<file path="src/design/vne_pkg.sv">
`default_nettype none
package vne_pkg;

  localparam int unsigned ACC_W  = 47;
  localparam int unsigned NORM_W = 32;
  localparam int unsigned ROOT_W = 24;

  localparam logic [ACC_W-1:0]  ACC_MAX  = {ACC_W{1'b1}};
  localparam logic [NORM_W-1:0] NORM_MAX = {1'b1, {(NORM_W-1){1'b0}}};
  localparam logic [ACC_W-1:0]  ROOT_BIT_INIT = {1'b1, {(ACC_W-1){1'b0}}};

  typedef logic [ACC_W-1:0] acc_t;

  typedef struct packed {
    acc_t acc;
    logic sat;
  } step_t;

  typedef struct packed {
    logic busy;
    logic done;
  } root_stat_t;

  typedef enum logic [1:0] {
    ST_ACC  = 2'b01,
    ST_ROOT = 2'b10
  } state_e;

endpackage
`default_nettype wire

</file>
<file path="src/design/vne_elem_if.sv">
`default_nettype none
interface vne_elem_if #(
  parameter int unsigned SAMPLE_WIDTH = 16
);
  logic                           valid;
  logic                           ready;
  logic signed [SAMPLE_WIDTH-1:0] element;
  logic                           last;

  modport source (output valid, output element, output last, input ready);
  modport sink   (input valid, input element, input last, output ready);
endinterface
`default_nettype wire

</file>
<file path="src/design/vne_norm_if.sv">
`default_nettype none
interface vne_norm_if;
  logic        valid;
  logic        ready;
  logic [31:0] norm;
  logic        overflow;

  modport source (output valid, output norm, output overflow, input ready);
  modport sink   (input valid, input norm, input overflow, output ready);
endinterface
`default_nettype wire

</file>
<file path="src/design/vne_accum.sv">
`default_nettype none
module vne_accum
  import vne_pkg::*;
#(
  parameter int unsigned MAX_ELEMENTS = 65536,
  parameter int unsigned SAMPLE_WIDTH = 16
) (
  input  wire logic                    clk_i,
  input  wire logic                    rst_ni,
  input  wire logic                    accept_i,
  input  wire logic [SAMPLE_WIDTH-1:0] element_i,
  input  wire logic                    last_i,
  input  wire logic                    mode_i,
  output step_t                        step_o
);

  localparam int unsigned CNT_W = $clog2(MAX_ELEMENTS + 1);
  localparam int unsigned TW    = 2 * SAMPLE_WIDTH;
  localparam int unsigned SUM_W = ((TW > ACC_W) ? TW : ACC_W) + 1;
  localparam logic [CNT_W-1:0] CNT_MAX = CNT_W'(MAX_ELEMENTS);

  acc_t             acc_q, acc_d;
  logic [CNT_W-1:0] cnt_q, cnt_d;
  logic             sat_q;

  logic [SAMPLE_WIDTH-1:0] mag;
  logic [TW-1:0]           term;
  logic [SUM_W-1:0]        sum;
  logic                    full;
  logic                    sat_d;

  always_comb begin
    mag  = element_i[SAMPLE_WIDTH-1] ? (~element_i + 1'b1) : element_i;
    term = mode_i ? (TW'(mag) * TW'(mag)) : TW'(mag);
    sum  = SUM_W'(acc_q) + SUM_W'(term);
    full = (cnt_q == CNT_MAX);
    acc_d = acc_q;
    cnt_d = cnt_q;
    sat_d = sat_q;
    if (full) begin
      sat_d = 1'b1;
    end else begin
      cnt_d = cnt_q + 1'b1;
      if (sum > SUM_W'(ACC_MAX)) begin
        acc_d = ACC_MAX;
        sat_d = 1'b1;
      end else begin
        acc_d = sum[ACC_W-1:0];
      end
    end
  end

  assign step_o = '{acc: acc_d, sat: sat_d};

  always_ff @(posedge clk_i or negedge rst_ni) begin
    if (!rst_ni) begin
      acc_q <= '0;
      cnt_q <= '0;
      sat_q <= 1'b0;
    end else if (accept_i) begin
      if (last_i) begin
        acc_q <= '0;
        cnt_q <= '0;
        sat_q <= 1'b0;
      end else begin
        acc_q <= acc_d;
        cnt_q <= cnt_d;
        sat_q <= sat_d;
      end
    end
  end

endmodule
`default_nettype wire

</file>
<file path="src/design/vne_root.sv">
`default_nettype none
module vne_root
  import vne_pkg::*;
(
  input  wire logic              clk_i,
  input  wire logic              rst_ni,
  input  wire logic              start_i,
  input  acc_t                   operand_i,
  output root_stat_t             stat_o,
  output logic [ROOT_W-1:0]      root_o
);

  acc_t v_q, v_d;
  acc_t root_q, root_d;
  acc_t bit_q, bit_d;
  logic done_q;
  acc_t trial;

  // one result bit per cycle, restoring
  always_comb begin
    trial  = root_q + bit_q;
    v_d    = v_q;
    root_d = root_q;
    bit_d  = bit_q;
    if (start_i) begin
      v_d    = operand_i;
      root_d = '0;
      bit_d  = ROOT_BIT_INIT;
    end else if (bit_q != '0) begin
      bit_d = bit_q >> 2;
      if (v_q >= trial) begin
        v_d    = v_q - trial;
        root_d = (root_q >> 1) + bit_q;
      end else begin
        root_d = root_q >> 1;
      end
    end
  end

  always_ff @(posedge clk_i) begin
    v_q    <= v_d;
    root_q <= root_d;
  end

  always_ff @(posedge clk_i or negedge rst_ni) begin
    if (!rst_ni) begin
      bit_q  <= '0;
      done_q <= 1'b0;
    end else begin
      bit_q  <= bit_d;
      done_q <= !start_i && (bit_q != '0) && (bit_d == '0);
    end
  end

  assign stat_o = '{busy: (bit_q != '0), done: done_q};
  assign root_o = root_q[ROOT_W-1:0];

endmodule
`default_nettype wire

</file>
<file path="src/design/vector_norm_engine_unit.sv">
`default_nettype none
// Streaming vector norm. Elements (signed Q1.15) arrive on elem_i, one beat per
// cycle, with last marking the end of a vector. norm_mode selects the sum of
// absolute values (0) or the floor square root of the sum of squares (1, reset
// value). Beats are taken every cycle while no square root is in progress and no
// result waits unaccepted in the output register. A last beat in L1 mode yields its
// result on norm_o in the next cycle; in L2 mode the restoring square-root unit
// resolves one root bit per cycle, so the input stalls after the last beat until
// the 24-bit root is resolved and loaded into the output register. More
// than MAX_ELEMENTS elements, or a sum past 2^47-1, saturates the result and sets
// overflow. Write norm_mode only while the block is idle.
module vector_norm_engine_unit
  import vne_pkg::*;
#(
  parameter int unsigned MAX_ELEMENTS = 65536,
  parameter int unsigned SAMPLE_WIDTH = 16
) (
  input  wire logic   clk_i,
  input  wire logic   rst_ni,
  input  wire logic   norm_mode_we_i,
  input  wire logic   norm_mode_i,
  vne_elem_if.sink    elem_i,
  vne_norm_if.source  norm_o
);

  state_e state_q, state_d;
  logic   mode_q;
  logic   accept;
  logic   out_free;
  step_t  step;
  root_stat_t root_stat;
  logic [ROOT_W-1:0] root;
  logic   root_start;
  acc_t   root_operand;

  logic              out_valid_q;
  logic [NORM_W-1:0] out_norm_q;
  logic              out_ovf_q;
  logic              ovf_pend_q;
  logic [NORM_W-1:0] l1_norm;

  assign out_free     = !out_valid_q || norm_o.ready;
  assign elem_i.ready = (state_q == ST_ACC) && out_free;
  assign accept       = elem_i.valid && elem_i.ready;
  assign root_start   = accept && elem_i.last && mode_q;
  assign root_operand = step.sat ? ACC_MAX : step.acc;

  assign l1_norm = (step.sat || (step.acc > ACC_W'(NORM_MAX))) ? NORM_MAX
                                                               : step.acc[NORM_W-1:0];

  vne_accum #(
    .MAX_ELEMENTS (MAX_ELEMENTS),
    .SAMPLE_WIDTH (SAMPLE_WIDTH)
  ) u_accum (
    .clk_i     (clk_i),
    .rst_ni    (rst_ni),
    .accept_i  (accept),
    .element_i (elem_i.element),
    .last_i    (elem_i.last),
    .mode_i    (mode_q),
    .step_o    (step)
  );

  vne_root u_root (
    .clk_i     (clk_i),
    .rst_ni    (rst_ni),
    .start_i   (root_start),
    .operand_i (root_operand),
    .stat_o    (root_stat),
    .root_o    (root)
  );

  always_comb begin
    state_d = state_q;
    unique case (state_q)
      ST_ACC:  if (root_start) state_d = ST_ROOT;
      ST_ROOT: if (root_stat.done && !root_stat.busy) state_d = ST_ACC;
      default: state_d = ST_ACC;
    endcase
  end

  always_ff @(posedge clk_i or negedge rst_ni) begin
    if (!rst_ni) begin
      state_q     <= ST_ACC;
      mode_q      <= 1'b1;
      out_valid_q <= 1'b0;
    end else begin
      state_q <= state_d;
      if (norm_mode_we_i) begin
        mode_q <= norm_mode_i;
      end
      if (accept && elem_i.last && !mode_q) begin
        out_valid_q <= 1'b1;
      end else if (state_q == ST_ROOT && root_stat.done) begin
        out_valid_q <= 1'b1;
      end else if (norm_o.ready) begin
        out_valid_q <= 1'b0;
      end
    end
  end

  always_ff @(posedge clk_i) begin
    if (accept && elem_i.last) begin
      ovf_pend_q <= step.sat;
      if (!mode_q) begin
        out_norm_q <= l1_norm;
        out_ovf_q  <= step.sat;
      end
    end else if (state_q == ST_ROOT && root_stat.done) begin
      out_norm_q <= NORM_W'(root);
      out_ovf_q  <= ovf_pend_q;
    end
  end

  assign norm_o.valid    = out_valid_q;
  assign norm_o.norm     = out_norm_q;
  assign norm_o.overflow = out_ovf_q;

endmodule
`default_nettype wire

</file>
<file path="src/flat_wrapper.sv">
// flat-port wrapper written by rule: the top's interface ports become plain ports
module vector_norm_engine_unit_flat import vne_pkg::*;
#(
  parameter int unsigned MAX_ELEMENTS = 65536,
  parameter int unsigned SAMPLE_WIDTH = 16
)
  (clk_i, rst_ni, norm_mode_we_i, norm_mode_i, elem_i_valid, elem_i_element, elem_i_last, elem_i_ready, norm_o_valid, norm_o_norm, norm_o_overflow, norm_o_ready);
  vne_elem_if #(.SAMPLE_WIDTH(SAMPLE_WIDTH)) elem_i_i ();
  vne_norm_if norm_o_i ();
  input  wire logic clk_i;
  input  wire logic rst_ni;
  input  wire logic norm_mode_we_i;
  input  wire logic norm_mode_i;
  input wire logic [$bits(elem_i_i.valid)-1:0] elem_i_valid;
  input wire logic [$bits(elem_i_i.element)-1:0] elem_i_element;
  input wire logic [$bits(elem_i_i.last)-1:0] elem_i_last;
  output wire logic [$bits(elem_i_i.ready)-1:0] elem_i_ready;
  output wire logic [$bits(norm_o_i.valid)-1:0] norm_o_valid;
  output wire logic [$bits(norm_o_i.norm)-1:0] norm_o_norm;
  output wire logic [$bits(norm_o_i.overflow)-1:0] norm_o_overflow;
  input wire logic [$bits(norm_o_i.ready)-1:0] norm_o_ready;
  assign elem_i_i.valid = elem_i_valid;
  assign elem_i_i.element = elem_i_element;
  assign elem_i_i.last = elem_i_last;
  assign elem_i_ready = elem_i_i.ready;
  assign norm_o_valid = norm_o_i.valid;
  assign norm_o_norm = norm_o_i.norm;
  assign norm_o_overflow = norm_o_i.overflow;
  assign norm_o_i.ready = norm_o_ready;
  vector_norm_engine_unit #(.MAX_ELEMENTS(MAX_ELEMENTS), .SAMPLE_WIDTH(SAMPLE_WIDTH)) u_core (.clk_i(clk_i), .rst_ni(rst_ni), .norm_mode_we_i(norm_mode_we_i), .norm_mode_i(norm_mode_i), .elem_i(elem_i_i), .norm_o(norm_o_i));
endmodule
</file>
<file path="config.mk">
export PLATFORM = sky130hd
export DESIGN_NAME = vector_norm_engine_unit_flat
export DESIGN_NICKNAME = d
export VERILOG_FILES = /design/src/design/vne_pkg.sv /design/src/design/vne_elem_if.sv /design/src/design/vne_norm_if.sv /design/src/design/vne_accum.sv /design/src/design/vne_root.sv /design/src/design/vector_norm_engine_unit.sv /design/src/flat_wrapper.sv
export SDC_FILE = /design/constraint.sdc
export NUM_CORES = 1
export LEC_CHECK = 0
export BUFFER_PORTS_ARGS = -buffer_cell sky130_fd_sc_hd__buf_2
export CAP_MARGIN = 0
export CORE_MARGIN = 2
export CORE_UTILIZATION = 41
export DETAILED_ROUTE_END_ITERATION = 8
export PLACE_DENSITY = 0.52
export SLEW_MARGIN = 20
export SYNTH_ARGS = -nofsm -noshare
export SYNTH_HDL_FRONTEND = slang
export SYNTH_SLANG_ARGS = --single-unit
</file>
<file path="constraint.sdc">
create_clock -name clk_i -period 19.6 [get_ports clk_i]
set_clock_uncertainty 0.1 [all_clocks]
set_input_delay 1.96 -clock clk_i [delete_from_list [all_inputs] [get_ports clk_i]]
set_output_delay 1.96 -clock clk_i [all_outputs]
set_load 0.005 [all_outputs]
</file>
==> reports/results.ini <==
[clock_network]
postCtsSetupRepairBufs=0
cell_chosen_for_the_clock_root=sky130_fd_sc_hd__clkbuf_16
count_of_hold_buffers_inserted_by_post_cts_repair=0
cts_tree=done
max-clock-path-buffers=3
clock-sinks=245
postCtsResizedCells=0
cts_made_buffers=31
cts.htree.levels=1
cts.clk_slew.worst_paths_ns=0.06
clkLatencyLatePin_ns=0.60

[logic_synthesis]
synth-seq-area-share=0.230
synth_common_cells=292 x sky130_fd_sc_hd__inv_1, 272 x sky130_fd_sc_hd__ha_1, 256 x sky130_fd_sc_hd__nor2_1
syn-cell-area_um2=27400
synth.top_cells.by_area=sky130_fd_sc_hd__ha_1 12%, sky130_fd_sc_hd__fa_1 12%, sky130_fd_sc_hd__dfrtp_1 11%
synth-edff-count=81
synth.avg_cell_area_um2=8.73
synth_largest_type_area_fraction=0.124
ys_types=100
primary_flip_flop_cell_chosen_by_synthesis_mapping=sky130_fd_sc_hd__dfrtp_1
synth-seq-cells=245
post_synth_inst_count=3135
ys.warnings.count=0
netlist.top_cell.by_area=sky130_fd_sc_hd__ha_1
post-synth-top-count-cell=sky130_fd_sc_hd__inv_1
synth-async-reset-ratio=0.478

[floorplanning]
fp.dieH_um=262
die-area_um2=68800
chipWidth_um=262
boundaryPins=58
floorplan.rows=94
floorplan.initialDensity=0.415
core_region_area_um2=65900

[grt]
grt_antenna_before_repair=2
globalRouteOverflowTotal=0
number_of_global_route_vias_before_repair=23000
first_pass_grt_wire_length_um=131000
global_route.usage.total=0.236
pin_count_of_the_biggest_net_entering_global_routing=72

[sta]
final-max-slew-violation-count=0
unrepaired_setup_endpoints_after_global_routing=false
maxClockFrequency_mhz=70.6
finalSetupViolCount=0
whs_ns=0.433
setup_total_negative_slack_ns=0
pin_slew_with_the_least_headroom_to_its_limit_ns=1.12
post-route-period-util=0.722
finalCriticalPeriod_ns=14.16
report.final.hold_viol_count=0
timing.slew.headroom=0.250

[placed_design]
hpwl_um=64800
routabilityCongestion=0.914
io_buffer_count=57
placedCellCount=3971
postPlaceCellArea_um2=28500

[critical_path]
worstPathRequired_ns=19.82
setup.worst_path.class=input pin to flop
timing.critical_path.fanout_max=31
start_kind=input pin
critical_path.slowest_cell=sky130_fd_sc_hd__or2_1
regToRegSetupSlack_ns=11.38
worst_path_largest_cell_delay_ns=0.66
worst_setup_path_end_kind=flop
cp_data_arrival_time_ns=14.38

[drt]
drt_iter0_markers=1758
dr.pass1.iters=6
routed-via-count=23400
totalWireLength_um=82700
viasPerCell=5.81
postRouteAntennaNets=0
route.detailed.wl_per_inst_um=20.5
drc=0

[status]
outcome=finished clean

[cells_and_area]
area_growth_syn_to_layout_pct=8.22
finish.instance_area_um2=29600
layout-drive-gt1-share=0.0619
final_nets=3601
finish.cell_count_without_fillers=4030

[job]
max-cap-violations=0

[hold_path]
timing.hold.worst.class=flop to flop

==> logic make-up (layout without fill, tap and decap cells) <==
family	after synthesis	in the layout	share of synthesized area
AO/OA/AOI/OAI	877	877	0.217
XOR/XNOR	231	231	0.0740
adder cells (fa/ha/maj)	438	438	0.246
buffers and inverters	423	443	0.0598
flip-flops	245	245	0.230
multiplexers	24	24	0.00915
other	2	13	0.000275
AND/OR/NAND/NOR	895	895	0.164
==> final timing paths <==
path	start	end	cells after the start
worst max-delay path	elem_i_element[0]	u_core.norm_o.norm[14]$_DFFE_PP_	44
worst min-delay path	u_core.u_root.root_q[46]$_SDFFE_PP0P_	u_core.u_root.root_q[46]$_SDFFE_PP0P_	2
worst max register to register	u_core.u_root.bit_q[0]$_DFF_PN0_	u_core.u_root.v_q[2]$_DFFE_PP_	24
worst min register to register	u_core.u_root.root_q[46]$_SDFFE_PP0P_	u_core.u_root.root_q[46]$_SDFFE_PP0P_	2
max in group asynchronous	rst_ni	u_core.u_accum.acc_q[3]$_DFFE_PN0P_	2
min in group asynchronous	rst_ni	u_core.u_root.bit_q[40]$_DFF_PN0_	1
==> final cells by class <==
cell class                 count  area, µm²
inverter                     297       1110
multi-input combinational   2477      19500
clock buffer                  42        837
tap                          864       1080
timing repair buffer          88        520
antenna                        1       2.50
clock inverter                16        235
sequential                   245       6300
fill                        6497      36300
==> layer usage <==
metal | track usage | routed length (µm) | vias to the layer above
li1 | - | - | 11200
met1 | 0.345 | 39100 | 11500
met2 | 0.370 | 36400 | 646
met3 | 0.0433 | 5820 | 96
met4 | 0.0369 | 1330 | 0
met5 | 0 | 0 | -
==> metrics by stage <==
step	setup WS, ns	util
after floorplan	7.06	-
after global placement	5.40	0.433
after global routing	4.74	0.449
after detailed placement	5.12	0.433
final	5.44	0.449
after CTS	5.68	0.449
==> registers in the layout, indices dropped and copies added (netlist names) <==
register                count
u_core.state_q              2
u_core.norm_o.norm         32
u_core.u_root.bit_q        47
u_core.u_root.done_q        1
u_core.mode_q               1
u_core.ovf_pend_q           1
u_core.u_root.root_q       47
u_core.u_accum.cnt_q       17
u_core.u_accum.sat_q        1
u_core.norm_o.valid         1
u_core.norm_o.overflow      1
u_core.u_root.v_q          47
u_core.u_accum.acc_q       47
==> layout by cell type, fill, tap and decap left out, drive strengths merged, types with 34 or more instances in the layout <==
cell,n
dfxtp,47
nand2b,36
xnor2,124
ha,272
and2,34
a21oi,234
xor2,107
inv,294
a211oi,53
and3,68
a21o,139
o21ai,150
dfrtp,115
nand3,51
nand2,216
clkbuf,42
edfxtp,81
nor2,257
nand4,36
nor3,77
buf,88
fa,166
==> worst max-delay path: cells and delay by family <==
| kind | cells | cell delay [ns] |
|---|---|---|
| AOI/OAI and AO/OA | 12 | 3.57 |
| xor gates and xnor gates | 2 | 0.74 |
| adders and majority gates | 9 | 4.04 |
| buffers and inverters | 8 | 1.42 |
| and+or+nand+nor | 13 | 2.57 |
Power is left out: the tool's default activity adds up to more than one toggle a clock period on the data nets, which glitch-free logic cannot reach.
